--- config.mk ---
export PLATFORM = sky130hd
export DESIGN_NAME = rms_envelope_onset_detector
export DESIGN_NICKNAME = d
export VERILOG_FILES = /design/src/reod_pkg.sv /design/src/reod_root.sv /design/src/rms_envelope_onset_detector.sv
export SDC_FILE = /design/constraint.sdc
export NUM_CORES = 1
export LEC_CHECK = 0
export BUFFER_PORTS_ARGS = -buffer_cell sky130_fd_sc_hd__buf_4
export CORE_MARGIN = 10
export CORE_UTILIZATION = 65
export DETAILED_ROUTE_END_ITERATION = 10
export MAX_ROUTING_LAYER = met4
export PLACE_DENSITY = 0.92
export SLEW_MARGIN = 5
export SYNTH_ARGS = -nofsm -noshare
export SYNTH_HDL_FRONTEND = slang
export SYNTH_SLANG_ARGS = --single-unit
--- constraint.sdc ---
create_clock -name clk_i -period 9.89 [get_ports clk_i]
set_input_delay 1.978 -clock clk_i [delete_from_list [all_inputs] [get_ports clk_i]]
set_output_delay 1.978 -clock clk_i [all_outputs]
set_load 0.1 [all_outputs]
--- src/reod_pkg.sv ---
// Package of the RMS envelope onset detector: widths, register indexes,
// state encodings and the sample magnitude function.
// Used by reod_root and rms_envelope_onset_detector.
package reod_pkg;

  localparam int SAMPLE_BITS      = 16;
  localparam int FRAME_COUNT_BITS = 16;

  localparam int MEAN_BITS  = 2 * (SAMPLE_BITS - 1) + 1;
  localparam int SUM_BITS   = MEAN_BITS + FRAME_COUNT_BITS;
  localparam int ROOT_BITS  = SAMPLE_BITS;
  localparam int WORK_BITS  = MEAN_BITS + 1;
  localparam int SREM_BITS  = ROOT_BITS + 2;
  localparam int DIV_STEP_BITS = $clog2(MEAN_BITS);
  localparam int SQ_STEP_BITS  = $clog2(SAMPLE_BITS);

  localparam int RMS_BITS    = 16;
  localparam int TIME_BITS   = 32;
  localparam int PERIOD_BITS = 10;
  localparam int RISE_BITS   = 16;
  localparam int RISE_PROD_BITS = ROOT_BITS + RISE_BITS;
  localparam int CFG_DATA_BITS  = 16;
  localparam int CFG_INDEX_BITS = 2;

  localparam logic [ROOT_BITS-1:0] ONSET_LEVEL =
    ROOT_BITS'((3 << (SAMPLE_BITS - 1)) / 25);

  localparam logic [FRAME_COUNT_BITS-1:0] SPF_RESET    = FRAME_COUNT_BITS'(2205);
  localparam logic [PERIOD_BITS-1:0]      PERIOD_RESET = PERIOD_BITS'(50);
  localparam logic [RISE_BITS-1:0]        RISE_RESET   = RISE_BITS'(461);

  localparam logic [CFG_INDEX_BITS-1:0] CFG_SAMPLES_PER_FRAME = 2'd0;
  localparam logic [CFG_INDEX_BITS-1:0] CFG_FRAME_PERIOD_MS   = 2'd1;
  localparam logic [CFG_INDEX_BITS-1:0] CFG_RISE_MULTIPLIER   = 2'd2;

  typedef enum logic [3:0] {
    ST_IDLE   = 4'b0001,
    ST_SQUARE = 4'b0010,
    ST_ROOT   = 4'b0100,
    ST_EMIT   = 4'b1000
  } state_e;

  typedef enum logic [2:0] {
    RS_IDLE = 3'b001,
    RS_DIV  = 3'b010,
    RS_SQRT = 3'b100
  } root_state_e;

  function automatic logic [SAMPLE_BITS-1:0] magnitude(input logic [SAMPLE_BITS-1:0] raw);
    logic [SAMPLE_BITS-1:0] neg;
    neg = ~raw + SAMPLE_BITS'(1);
    return raw[SAMPLE_BITS-1] ? neg : raw;
  endfunction

endpackage

--- src/reod_root.sv ---
// Serial mean and root unit: restoring division of the frame sum by the
// sample count, one quotient bit a cycle, then a two-bit-a-cycle square root.
// Depends on reod_pkg.
module reod_root (
  input  logic                                 clk_i,
  input  logic                                 rst_ni,
  input  logic                                 start_i,
  input  logic [reod_pkg::SUM_BITS-1:0]         sum_i,
  input  logic [reod_pkg::FRAME_COUNT_BITS-1:0] count_i,
  output logic                                 done_o,
  output logic [reod_pkg::ROOT_BITS-1:0]        root_o
);

  localparam int FCB = reod_pkg::FRAME_COUNT_BITS;
  localparam int WB  = reod_pkg::WORK_BITS;
  localparam int MB  = reod_pkg::MEAN_BITS;
  localparam int RB  = reod_pkg::ROOT_BITS;
  localparam int SB  = reod_pkg::SREM_BITS;
  localparam int STB = reod_pkg::DIV_STEP_BITS;

  reod_pkg::root_state_e state_q, state_d;
  logic [STB-1:0] step_q, step_d;
  logic [FCB-1:0] rem_q, rem_d;
  logic [FCB-1:0] den_q, den_d;
  logic [WB-1:0]  work_q, work_d;
  logic [SB-1:0]  srem_q, srem_d;
  logic [RB-1:0]  root_q, root_d;
  logic           done_q, done_d;

  logic [FCB:0]  div_trial;
  logic [FCB:0]  div_diff;
  logic          div_ge;
  logic [SB+1:0] sq_acc;
  logic [SB+1:0] sq_trial;
  logic [SB+1:0] sq_diff;
  logic          sq_ge;

  assign div_trial = {rem_q, work_q[MB-1]};
  assign div_diff  = div_trial - {1'b0, den_q};
  assign div_ge    = div_trial >= {1'b0, den_q};

  assign sq_acc   = {srem_q, work_q[WB-1:WB-2]};
  assign sq_trial = {2'b00, root_q, 2'b01};
  assign sq_diff  = sq_acc - sq_trial;
  assign sq_ge    = sq_acc >= sq_trial;

  always_comb begin
    state_d = state_q;
    step_d  = step_q;
    rem_d   = rem_q;
    den_d   = den_q;
    work_d  = work_q;
    srem_d  = srem_q;
    root_d  = root_q;
    done_d  = 1'b0;
    unique case (state_q)
      reod_pkg::RS_IDLE: begin
        if (start_i) begin
          rem_d   = sum_i[reod_pkg::SUM_BITS-1:MB];
          work_d  = {1'b0, sum_i[MB-1:0]};
          den_d   = count_i;
          step_d  = '0;
          state_d = reod_pkg::RS_DIV;
        end
      end
      reod_pkg::RS_DIV: begin
        rem_d  = div_ge ? div_diff[FCB-1:0] : div_trial[FCB-1:0];
        work_d = {1'b0, work_q[MB-2:0], div_ge};
        step_d = step_q + STB'(1);
        if (step_q == STB'(MB - 1)) begin
          step_d  = '0;
          srem_d  = '0;
          root_d  = '0;
          state_d = reod_pkg::RS_SQRT;
        end
      end
      reod_pkg::RS_SQRT: begin
        srem_d = sq_ge ? sq_diff[SB-1:0] : sq_acc[SB-1:0];
        root_d = {root_q[RB-2:0], sq_ge};
        work_d = {work_q[WB-3:0], 2'b00};
        step_d = step_q + STB'(1);
        if (step_q == STB'(RB - 1)) begin
          done_d  = 1'b1;
          state_d = reod_pkg::RS_IDLE;
        end
      end
      default: begin
        state_d = reod_pkg::RS_IDLE;
      end
    endcase
  end

  always_ff @(posedge clk_i or negedge rst_ni) begin
    if (!rst_ni) begin
      state_q <= reod_pkg::RS_IDLE;
      step_q  <= '0;
      done_q  <= 1'b0;
    end else begin
      state_q <= state_d;
      step_q  <= step_d;
      done_q  <= done_d;
    end
  end

  always_ff @(posedge clk_i) begin
    rem_q  <= rem_d;
    den_q  <= den_d;
    work_q <= work_d;
    srem_q <= srem_d;
    root_q <= root_d;
  end

  assign done_o = done_q;
  assign root_o = root_q;

`ifndef SYNTH
  assert property (@(posedge clk_i) disable iff (!rst_ni)
    state_q == reod_pkg::RS_DIV |-> rem_q < den_q)
    else $error("division remainder not below divisor");

  assert property (@(posedge clk_i) disable iff (!rst_ni)
    done_q |-> state_q == reod_pkg::RS_IDLE)
    else $error("root done while unit busy");

  assert property (@(posedge clk_i) disable iff (!rst_ni)
    start_i && state_q != reod_pkg::RS_IDLE |-> 1'b0)
    else $error("root unit started while busy");
`endif

endmodule

--- src/rms_envelope_onset_detector.sv ---
// Frame RMS of a stereo stream with onset flag; top level, built on reod_pkg and reod_root.
// From accepting the closing sample to its result: serial square, root start, divide,
// root, done hand-over, then the output register.
// The input stalls while a sample is processed, so a new sample is taken only after the
// last one is through; a stalled output holds the block at frame end.
// Reset: asynchronous, active low; clears frame state and restores register defaults.
module rms_envelope_onset_detector (
  input  logic                                clk_i,
  input  logic                                rst_ni,
  input  logic                                in_valid_i,
  output logic                                in_stall_o,
  input  logic signed [reod_pkg::SAMPLE_BITS-1:0] left_sample_i,
  input  logic signed [reod_pkg::SAMPLE_BITS-1:0] right_sample_i,
  input  logic                                right_present_i,
  input  logic                                stream_end_i,
  output logic                                out_valid_o,
  input  logic                                out_stall_i,
  output logic [reod_pkg::RMS_BITS-1:0]        frame_rms_o,
  output logic                                onset_o,
  output logic [reod_pkg::TIME_BITS-1:0]       time_ms_o,
  input  logic                                cfg_valid_i,
  output logic                                cfg_ready_o,
  input  logic [reod_pkg::CFG_INDEX_BITS-1:0]  cfg_index_i,
  input  logic [reod_pkg::CFG_DATA_BITS-1:0]   cfg_data_i
);

  localparam int SB   = reod_pkg::SAMPLE_BITS;
  localparam int FCB  = reod_pkg::FRAME_COUNT_BITS;
  localparam int SUMB = reod_pkg::SUM_BITS;
  localparam int MB   = reod_pkg::MEAN_BITS;
  localparam int RB   = reod_pkg::ROOT_BITS;
  localparam int QB   = reod_pkg::SQ_STEP_BITS;
  localparam int PB   = reod_pkg::RISE_PROD_BITS;
  localparam int TB   = reod_pkg::TIME_BITS;

  localparam logic [RB-1:0] ONSET_LEVEL_EXT = reod_pkg::ONSET_LEVEL;

  reod_pkg::state_e state_q, state_d;

  logic [FCB-1:0]                    spf_q;
  logic [reod_pkg::PERIOD_BITS-1:0]  period_q;
  logic [reod_pkg::RISE_BITS-1:0]    rise_q;

  logic [SUMB-1:0] sum_q, sum_d;
  logic [FCB-1:0]  count_q, count_d;
  logic [RB-1:0]   prev_q, prev_d;
  logic [TB-1:0]   ftime_q, ftime_d;
  logic            last_q, last_d;
  logic [QB-1:0]   step_q, step_d;
  logic [MB-1:0]   mcand_q, mcand_d;
  logic [SB-1:0]   mplr_q, mplr_d;
  logic            start_q, start_d;
  logic [PB-1:0]   pmcand_q, pmcand_d;
  logic [reod_pkg::RISE_BITS-1:0] pmplr_q, pmplr_d;
  logic [PB-1:0]   prod_q, prod_d;

  logic                       out_valid_q, out_valid_d;
  logic [reod_pkg::RMS_BITS-1:0] out_rms_q, out_rms_d;
  logic                       out_onset_q, out_onset_d;
  logic [TB-1:0]              out_time_q, out_time_d;

  logic            in_accept;
  logic            out_free;
  logic [SB-1:0]   mag_l;
  logic [SB-1:0]   mag_r;
  logic [SB:0]     mag_sum;
  logic [FCB-1:0]  limit;
  logic            frame_close;
  logic            onset;
  logic            root_done;
  logic [RB-1:0]   root;

  reod_root u_root (
    .clk_i   (clk_i),
    .rst_ni  (rst_ni),
    .start_i (start_q),
    .sum_i   (sum_q),
    .count_i (count_q),
    .done_o  (root_done),
    .root_o  (root)
  );

  assign in_stall_o  = state_q != reod_pkg::ST_IDLE;
  assign in_accept   = in_valid_i && !in_stall_o;
  assign out_free    = !out_valid_q || !out_stall_i;
  assign cfg_ready_o = 1'b1;

  assign mag_l   = reod_pkg::magnitude(left_sample_i);
  assign mag_r   = right_present_i ? reod_pkg::magnitude(right_sample_i) : mag_l;
  assign mag_sum = {1'b0, mag_l} + {1'b0, mag_r};

  assign limit       = (spf_q == '0) ? FCB'(1) : spf_q;
  assign frame_close = last_q || (count_q >= limit);

  assign onset = (root > ONSET_LEVEL_EXT) && (root > prev_q) &&
                 ({{(PB-RB-8){1'b0}}, root, 8'h00} > prod_q);

  always_comb begin
    state_d     = state_q;
    sum_d       = sum_q;
    count_d     = count_q;
    prev_d      = prev_q;
    ftime_d     = ftime_q;
    last_d      = last_q;
    step_d      = step_q;
    mcand_d     = mcand_q;
    mplr_d      = mplr_q;
    start_d     = 1'b0;
    pmcand_d    = pmcand_q;
    pmplr_d     = pmplr_q;
    prod_d      = prod_q;
    out_valid_d = out_valid_q && out_stall_i;
    out_rms_d   = out_rms_q;
    out_onset_d = out_onset_q;
    out_time_d  = out_time_q;
    unique case (state_q)
      reod_pkg::ST_IDLE: begin
        if (in_accept) begin
          mcand_d = MB'(mag_sum[SB:1]);
          mplr_d  = mag_sum[SB:1];
          last_d  = stream_end_i;
          count_d = count_q + FCB'(1);
          step_d  = '0;
          state_d = reod_pkg::ST_SQUARE;
        end
      end
      reod_pkg::ST_SQUARE: begin
        if (mplr_q[0]) begin
          sum_d = sum_q + SUMB'(mcand_q);
        end
        mcand_d = {mcand_q[MB-2:0], 1'b0};
        mplr_d  = {1'b0, mplr_q[SB-1:1]};
        step_d  = step_q + QB'(1);
        if (step_q == QB'(SB - 1)) begin
          if (frame_close) begin
            start_d  = 1'b1;
            pmcand_d = PB'(prev_q);
            pmplr_d  = rise_q;
            prod_d   = '0;
            state_d  = reod_pkg::ST_ROOT;
          end else begin
            state_d = reod_pkg::ST_IDLE;
          end
        end
      end
      reod_pkg::ST_ROOT: begin
        if (pmplr_q[0]) begin
          prod_d = prod_q + pmcand_q;
        end
        pmcand_d = {pmcand_q[PB-2:0], 1'b0};
        pmplr_d  = {1'b0, pmplr_q[reod_pkg::RISE_BITS-1:1]};
        if (root_done) begin
          state_d = reod_pkg::ST_EMIT;
        end
      end
      reod_pkg::ST_EMIT: begin
        if (out_free) begin
          out_valid_d = 1'b1;
          out_rms_d   = reod_pkg::RMS_BITS'(root);
          out_onset_d = onset;
          out_time_d  = ftime_q;
          sum_d       = '0;
          count_d     = '0;
          if (last_q) begin
            prev_d  = '0;
            ftime_d = '0;
          end else begin
            prev_d  = root;
            ftime_d = ftime_q + TB'(period_q);
          end
          state_d = reod_pkg::ST_IDLE;
        end
      end
      default: begin
        state_d = reod_pkg::ST_IDLE;
      end
    endcase
  end

  always_ff @(posedge clk_i or negedge rst_ni) begin
    if (!rst_ni) begin
      spf_q    <= reod_pkg::SPF_RESET;
      period_q <= reod_pkg::PERIOD_RESET;
      rise_q   <= reod_pkg::RISE_RESET;
    end else if (cfg_valid_i && cfg_ready_o) begin
      unique case (cfg_index_i)
        reod_pkg::CFG_SAMPLES_PER_FRAME: spf_q <= FCB'(cfg_data_i);
        reod_pkg::CFG_FRAME_PERIOD_MS: begin
          period_q <= cfg_data_i[reod_pkg::PERIOD_BITS-1:0];
        end
        reod_pkg::CFG_RISE_MULTIPLIER: rise_q <= cfg_data_i;
        default: begin
        end
      endcase
    end
  end

  always_ff @(posedge clk_i or negedge rst_ni) begin
    if (!rst_ni) begin
      state_q     <= reod_pkg::ST_IDLE;
      sum_q       <= '0;
      count_q     <= '0;
      prev_q      <= '0;
      ftime_q     <= '0;
      last_q      <= 1'b0;
      step_q      <= '0;
      start_q     <= 1'b0;
      out_valid_q <= 1'b0;
    end else begin
      state_q     <= state_d;
      sum_q       <= sum_d;
      count_q     <= count_d;
      prev_q      <= prev_d;
      ftime_q     <= ftime_d;
      last_q      <= last_d;
      step_q      <= step_d;
      start_q     <= start_d;
      out_valid_q <= out_valid_d;
    end
  end

  always_ff @(posedge clk_i) begin
    mcand_q     <= mcand_d;
    mplr_q      <= mplr_d;
    pmcand_q    <= pmcand_d;
    pmplr_q     <= pmplr_d;
    prod_q      <= prod_d;
    out_rms_q   <= out_rms_d;
    out_onset_q <= out_onset_d;
    out_time_q  <= out_time_d;
  end

  assign out_valid_o = out_valid_q;
  assign frame_rms_o = out_rms_q;
  assign onset_o     = out_onset_q;
  assign time_ms_o   = out_time_q;

`ifndef SYNTH
  assert property (@(posedge clk_i) disable iff (!rst_ni)
    state_q == reod_pkg::ST_EMIT |-> pmplr_q == '0)
    else $error("rise product unfinished at frame end");

  assert property (@(posedge clk_i) disable iff (!rst_ni)
    $rose(out_valid_o) |-> $past(state_q == reod_pkg::ST_EMIT))
    else $error("result raised outside frame end");

  assert property (@(posedge clk_i) disable iff (!rst_ni)
    start_q |-> $past(state_q == reod_pkg::ST_SQUARE) && state_q == reod_pkg::ST_ROOT)
    else $error("root started outside frame close");
`endif

endmodule

==> flow_summary.yaml, run 1 <==
flow_run:
  cap_violations: 0
route:
  first_pass_iters: 8
  wirelength_um: 62000
  drtIter0Drc: 2035
  wire_per_inst_um: 19.7
  drc: 0
  drtAntennaViolNets: 0
  num_vias: 19900
  viasPerCell: 6.31
placed_design:
  dp_slack_ns: 4.24
  gp_congestion: 0.936
  dp_hpwl_um: 43100
  dp_cells: 3070
  port_buffers: 107
grt:
  grt-ovfl-total: 0
  grt_pass1_wl_um: 101000
  grt_pass1_vias: 20300
  grt_start_max_net_pins: 67
  antenna_found_initial: 0
  track_usage_pct: 26.6
pwr:
  power.total_mw: 6.43
  internal_power_mw: 4.21
  max-vdd-ir-drop_uv: 161
  p_leak_nw: 12.1
  p_per_area_nw_per_um2: 227
  clkPwrFrac_pct: 27.0
  pwr-share-comb_pct: 32.1
  p_switching_mw: 2.22
  swShare_pct: 34.6
  seqPwrFrac_pct: 40.8
timing:
  period_share_pct: 51.6
  slew_viol_final: 0
  rsz0062_at_grt: "no"
  hold_slack_ns: 0.479
  hold_viol_final: 0
  finClkSkew_ns: 0.0232
  layout_min_cycle_time_ns: 5.10
  tightest_slew_ns: 1.25
  setup-tns-final_ns: 0
  setup_viol: 0
  fin_ws_ns: 4.79
  relSlewSlack_pct: 16.5
  fmax_mhz: 196
synthesis:
  synth_edf_count: 274
  synth_cell_types: 81
  synth_top_area_share_pct: 32.3
  yosysSeqAreaShare_pct: 49.3
  ys_seq_elements: 447
  ys.warnings.count: 0
  synth_cells: 2505
  syn_avg_cell_area_sq_um: 10.2
  synth.largest_area_cell: "edfxtp_1"
  dominantRegCellSynth: "edfxtp_1"
  syn_nets: 2743
  synth_area_sq_um: 25500
  async_flop_share_pct: 38.7
  ys_top_cells_by_area: "edfxtp_1 32%, dfrtp_1 15%, ha_1 8.6%"
layout:
  drive_gt1_share_pct: 10.4
  stdcell_count: 3154
  layout-area-overhead-vs-synth_pct: 11.1
  final_cell_mix: "357 x nand2_1, 274 x edfxtp_1, 188 x nor2_1"
  n_antenna_cell: 0
  final_nets: 2837
  final_common_cell: "nand2_1"
clocking:
  cts_setup_buffers: 0
  cts_tree: "yes"
  cts_hold_buf: 0
  cts.htree.levels: 2
  clock-sinks: 447
  clockBufferDepth: 3
  root_buffer: "clkbuf_16"
  clk_pin_slew_worst_paths_ns: 0.06
  cts_resized: 0
  cts_inserted_buffers: 45
  clkLatencyLatePin_ns: 0.58
worst_setup_path:
  crit_path_end_kind: "flip-flop"
  worstPathArrival_ns: 5.42
  cp-start-kind: "primary input"
  crit_path_max_fanout: 5
  crit_type: "primary input to flip-flop"
  worstPathRequired_ns: 10.21
floorplan:
  initial_utilization_pct: 65.8
  die_h_um: 218
  coreArea_sq_um: 38700
  io_pins: 109
  die-area_sq_um: 47500
  die_x_um: 218
  fp-row-count: 72
status:
  outcome: "finished clean"
worst_hold_path:
  hold_class: "flip-flop to flip-flop"
routing by layer:
layer	routed length, um	vias up	global-route usage [%]
li1	-	9218	-
met1	23700	9655	30.2
met2	31600	826	45.8
met3	3790	201	3.69
met4	2910	0	12.9
met5	0	-	-
per-stage QoR:
stage | utilization (%) | instance area (sq um)
3_3_place_gp | 69.3 | 26800
2_1_floorplan | - | 25500
4_1_cts | 73.1 | 28300
5_1_grt | 73.1 | 28300
3_5_place_dp | 69.3 | 26800
6_report | 73.1 | 28300
kinds of logic after synthesis:
group                    share of synthesized area (%)
AO/OA/AOI/OAI                                     14.9
XOR/XNOR                                          5.12
adder cells (fa/ha/maj)                           9.03
buffers and inverters                             3.24
flip-flops                                        49.3
multiplexers                                      2.95
other                                           0.0147
AND/OR/NAND/NOR                                   15.5
final timing paths:
path	startpoint	endpoint	slack [ns]	depth (start not counted)
min	ftime_q[2]	time_ms_o[2]	0.48	0
max	right_sample_i[0]	mcand_q[14]	4.79	17
min reg2reg	ftime_q[2]	time_ms_o[2]	0.48	0
max reg2reg	spf_q[8]	pmcand_q[31]	5.49	12
min in group asynchronous	rst_ni	sum_q[18]	1.38	1
max in group asynchronous	rst_ni	sum_q[6]	6.52	3
synth_stat cells (all sizes together) (6+ instances only):
cell type / instances
or4: 6
o21bai: 13
a31oi: 15
a211oi: 18
dfrtp: 156
clkbuf: 72
mux2i: 38
edfxtp: 274
o2111ai: 6
nand4: 31
o21a: 16
nand3b: 6
a2111oi: 7
a21boi: 8
o211ai: 12
and2: 47
and4: 6
o31ai: 36
nand2: 360
nand2b: 32
nor3: 37
mux2: 33
or2: 7
o21ai: 157
a22o: 10
ha: 176
nand3: 44
nor4: 12
a21oi: 134
xor2: 61
a22oi: 29
a21o: 74
inv: 133
xnor2: 88
and3: 20
buf: 10
nor2: 191
or3: 21
nor2b: 23
dfstp: 17
power by group through the flow:
stage          clock network (mW)  logic (mW)  registers (mW)
2_1_floorplan                   0        1.57            2.58
3_3_place_gp                    0        1.91            2.63
3_5_place_dp                    0        2.01            2.65
4_1_cts                      1.75        2.05            2.62
5_1_grt                      1.83        2.31            2.65
6_report                     1.74        2.07            2.63
worst max-delay path, cell delays in order:
cell and delay [ns]:
buf_4 0.11, or3_1 0.38, or3_1 0.36, nor2_1 0.12, nand2_1 0.12, nand2_1 0.11
xor2_1 0.15, a21oi_1 0.08, ha_1 0.36, and2_1 0.19, and3_1 0.17, a311oi_1 0.42
nor2b_1 0.13, o31ai_1 0.31, or4b_1 0.17, nand3_1 0.10, a21o_1 0.17
layout make-up:
cell class	instances	area, sq um
sequential	447	12600
tap	518	648
fill	2495	10400
inverter	133	499
multi-input combinational	1843	12100
clock inverter	20	230
timing repair buffer	129	972
clock buffer	64	1270
state kept, by name, summed over array words and instances, names as in the netlist, 16 cells and up:
| name | cells |
|---|---|
| u_root.root_o | 16 |
| sum_q | 47 |
| pmcand_q | 32 |
| rise_q | 16 |
| u_root.den_q | 16 |
| pmplr_q | 16 |
| spf_q | 16 |
| ftime_q | 32 |
| frame_rms_o | 16 |
| prod_q | 32 |
| mcand_q | 31 |
| mplr_q | 16 |
| u_root.rem_q | 16 |
| count_q | 16 |
| prev_q | 16 |
| u_root.srem_q | 18 |
| time_ms_o | 32 |
| u_root.work_q | 32 |
No activity file was read; power rests on OpenSTA's default activity.
==> run 2: changes to the inputs <==
--- a/config.mk
+++ b/config.mk
@@ -7,10 +7,10 @@
 export LEC_CHECK = 0
 export BUFFER_PORTS_ARGS = -buffer_cell sky130_fd_sc_hd__buf_4
 export CORE_MARGIN = 10
-export CORE_UTILIZATION = 65
+export CORE_UTILIZATION = 63
 export DETAILED_ROUTE_END_ITERATION = 10
 export MAX_ROUTING_LAYER = met4
-export PLACE_DENSITY = 0.92
+export PLACE_DENSITY = 0.9
 export SLEW_MARGIN = 5
 export SYNTH_ARGS = -nofsm -noshare
 export SYNTH_HDL_FRONTEND = slang
==> constraint.sdc (replaced) <==
create_clock -name clk_i -period 5.23 [get_ports clk_i]
set_input_delay 1.046 -clock clk_i [delete_from_list [all_inputs] [get_ports clk_i]]
set_output_delay 1.046 -clock clk_i [all_outputs]
set_load 0.1 [all_outputs]
==> run 2 against run 1 <==
Net effect: setup slack worse by 3.8 ns; global-route usage is 1.5 points lower; worst hold slack worse by 0.0042 ns; wire length is 1.3% lower; sequential cell count stayed put; combinational power is 90% higher; via count is 1.4% lower; first-iteration DRC count is 0.39% higher; clock power is 82% higher; largest power group unchanged.
==> flow_summary.yaml, run 2 (same netlist as run 1, synthesis figures left out) <==
status:
  outcome: "finished clean"
clocking:
  cts_inserted_buffers: 45
  cts_hold_buf: 0
  cts_resized: 0
  root_buffer: "clkbuf_16"
  clockBufferDepth: 3
  cts_setup_buffers: 0
  clk_pin_slew_worst_paths_ns: 0.06
  cts_tree: "yes"
  clkLatencyLatePin_ns: 0.57
  cts.htree.levels: 2
  clock-sinks: 447
placed_design:
  gp_congestion: 0.939
  dp_slack_ns: 0.483
  port_buffers: 107
  dp_hpwl_um: 43400
timing:
  relSlewSlack_pct: 19.0
  fin_ws_ns: 1.01
  layout_min_cycle_time_ns: 4.22
  hold_slack_ns: 0.475
  setup-tns-final_ns: 0
  finClkSkew_ns: 0.0203
  hold_viol_final: 0
  period_share_pct: 80.6
  rsz0062_at_grt: "no"
  setup_viol: 0
  fmax_mhz: 237
  slew_viol_final: 0
  tightest_slew_ns: 1.21
route:
  drc: 0
  first_pass_iters: 7
  viasPerCell: 6.20
  num_vias: 19600
  wire_per_inst_um: 19.3
  wirelength_um: 61200
  drtAntennaViolNets: 0
  drtIter0Drc: 2043
layout:
  largest_register_ffs: 47
  layout-area-overhead-vs-synth_pct: 11.0
  final_cell_mix: "357 x nand2_1, 274 x edfxtp_1, 188 x nor2_1"
  final_common_cell: "nand2_1"
  regMostFlops: "sum_q"
  final_nets: 2840
  drive_gt1_share_pct: 10.4
  n_antenna_cell: 0
floorplan:
  die-area_sq_um: 48900
  die_h_um: 221
  coreArea_sq_um: 39900
  die_x_um: 221
  fp-row-count: 73
  io_pins: 109
  initial_utilization_pct: 63.9
worst_setup_path:
  cp_slowest_cell: "a311oi_1"
  critPathMaxStageDelay_ns: 0.39
  cp_top_family: "simple AND/OR/NAND/NOR gates"
  worstPathRequired_ns: 5.53
  crit_type: "primary input to flip-flop"
  crit_path_end_kind: "flip-flop"
  crit_path_max_fanout: 5
  reg2reg_setup_slack_ns: 1.33
  cp-start-kind: "primary input"
  path_cells: "buf_4 > or3_1 > or3_1 > nor2_1 > nand2_1 > nand2_1 > xor2_1 > a21oi_1 > ha_1 > and2_1 > and3_1 > a311oi_1 > nor2b_1 > o31ai_1 > or4b_1 > nand3_1 > a21o_1"
  path_buf_inv: 1
  worstPathArrival_ns: 4.52
grt:
  grt_start_max_net_pins: 106
  track_usage_pct: 25.1
  grt_pass1_vias: 20100
  grt_pass1_wl_um: 101000
  antenna_found_initial: 0
  grt-ovfl-total: 0
flow_run:
  cap_violations: 0
pwr:
  p_leak_nw: 12.1
  max-vdd-ir-drop_uv: 216
  p_per_area_nw_per_um2: 427
worst_hold_path:
  hold_class: "flip-flop to flip-flop"
run 2: cell count changes in the layout (fill, tap and decap cells not counted), sizes merged:
| cell | previous run | this run |
|---|---|---|
| buf | 129 | 132 |
| bufinv | 4 | 2 |
| clkinv | 12 | 15 |
| inv | 135 | 134 |
run 2: power breakdown:
group,internal (mW),total [mW],switching [mW]
Combinational,1.57,3.93,2.37
Sequential,4.50,4.97,0.468
Clock,1.80,3.17,1.36
Total,7.87,12.1,4.20
run 2: through the flow:
stage | cells | area, sq um | util [%] | power, mW
floorplan | 2505 | 25500 | - | 7.85
global placement | 3080 | 26900 | 67.3 | 8.60
detailed placement | 3080 | 26900 | 67.3 | 8.85
CTS | 3164 | 28300 | 70.9 | 12.0
global route | 3164 | 28300 | 70.9 | 12.7
finish | 3164 | 28300 | 70.9 | 12.1
run 2: layer usage:
metal  GRT usage, %  routed length (um)  vias to the layer above  share of wire [%]
met5              -                   0                        -                  0
met4           10.4                2500                        0                4.1
met3           3.52                3630                      179                5.9
met2           43.8               31500                      717                 51
met1           28.6               23600                     9497                 38
li1               -                   -                     9219                  -
run 2: worst paths after layout:
check,start,end,depth (start not counted)
worst min-delay path,ftime_q[31],time_ms_o[31],0
worst max-delay path,right_sample_i[0],mplr_q[14],17
worst min register to register,ftime_q[31],time_ms_o[31],0
min in group asynchronous,rst_ni,sum_q[17],1
worst max register to register,spf_q[8],pmplr_q[14],13
max in group asynchronous,rst_ni,state_q[0],2
run 2: worst register-to-register path, cell delays in order, from the launching register on:
cell and delay, ns:
dfrtp_1 0.41, nor4_1 0.48, a41o_1 0.27, ha_1 0.23
nand2b_1 0.14, a21o_1 0.19, a21o_1 0.19, a21o_1 0.18
a21o_1 0.17, a2111oi_0 0.41, o21ai_1 0.25, nand2b_1 0.23
nand2_2 0.06, buf_4 0.33
run 2: layout make-up:
cell class              count  area (sq um)
clock buffers              64          1280
clock inverters            20           149
fillers                  2663         11600
inverters                 133           499
multi-input cells        1843         12100
flip-flops and latches    447         12600
well taps                 525           657
repair buffers            132           995
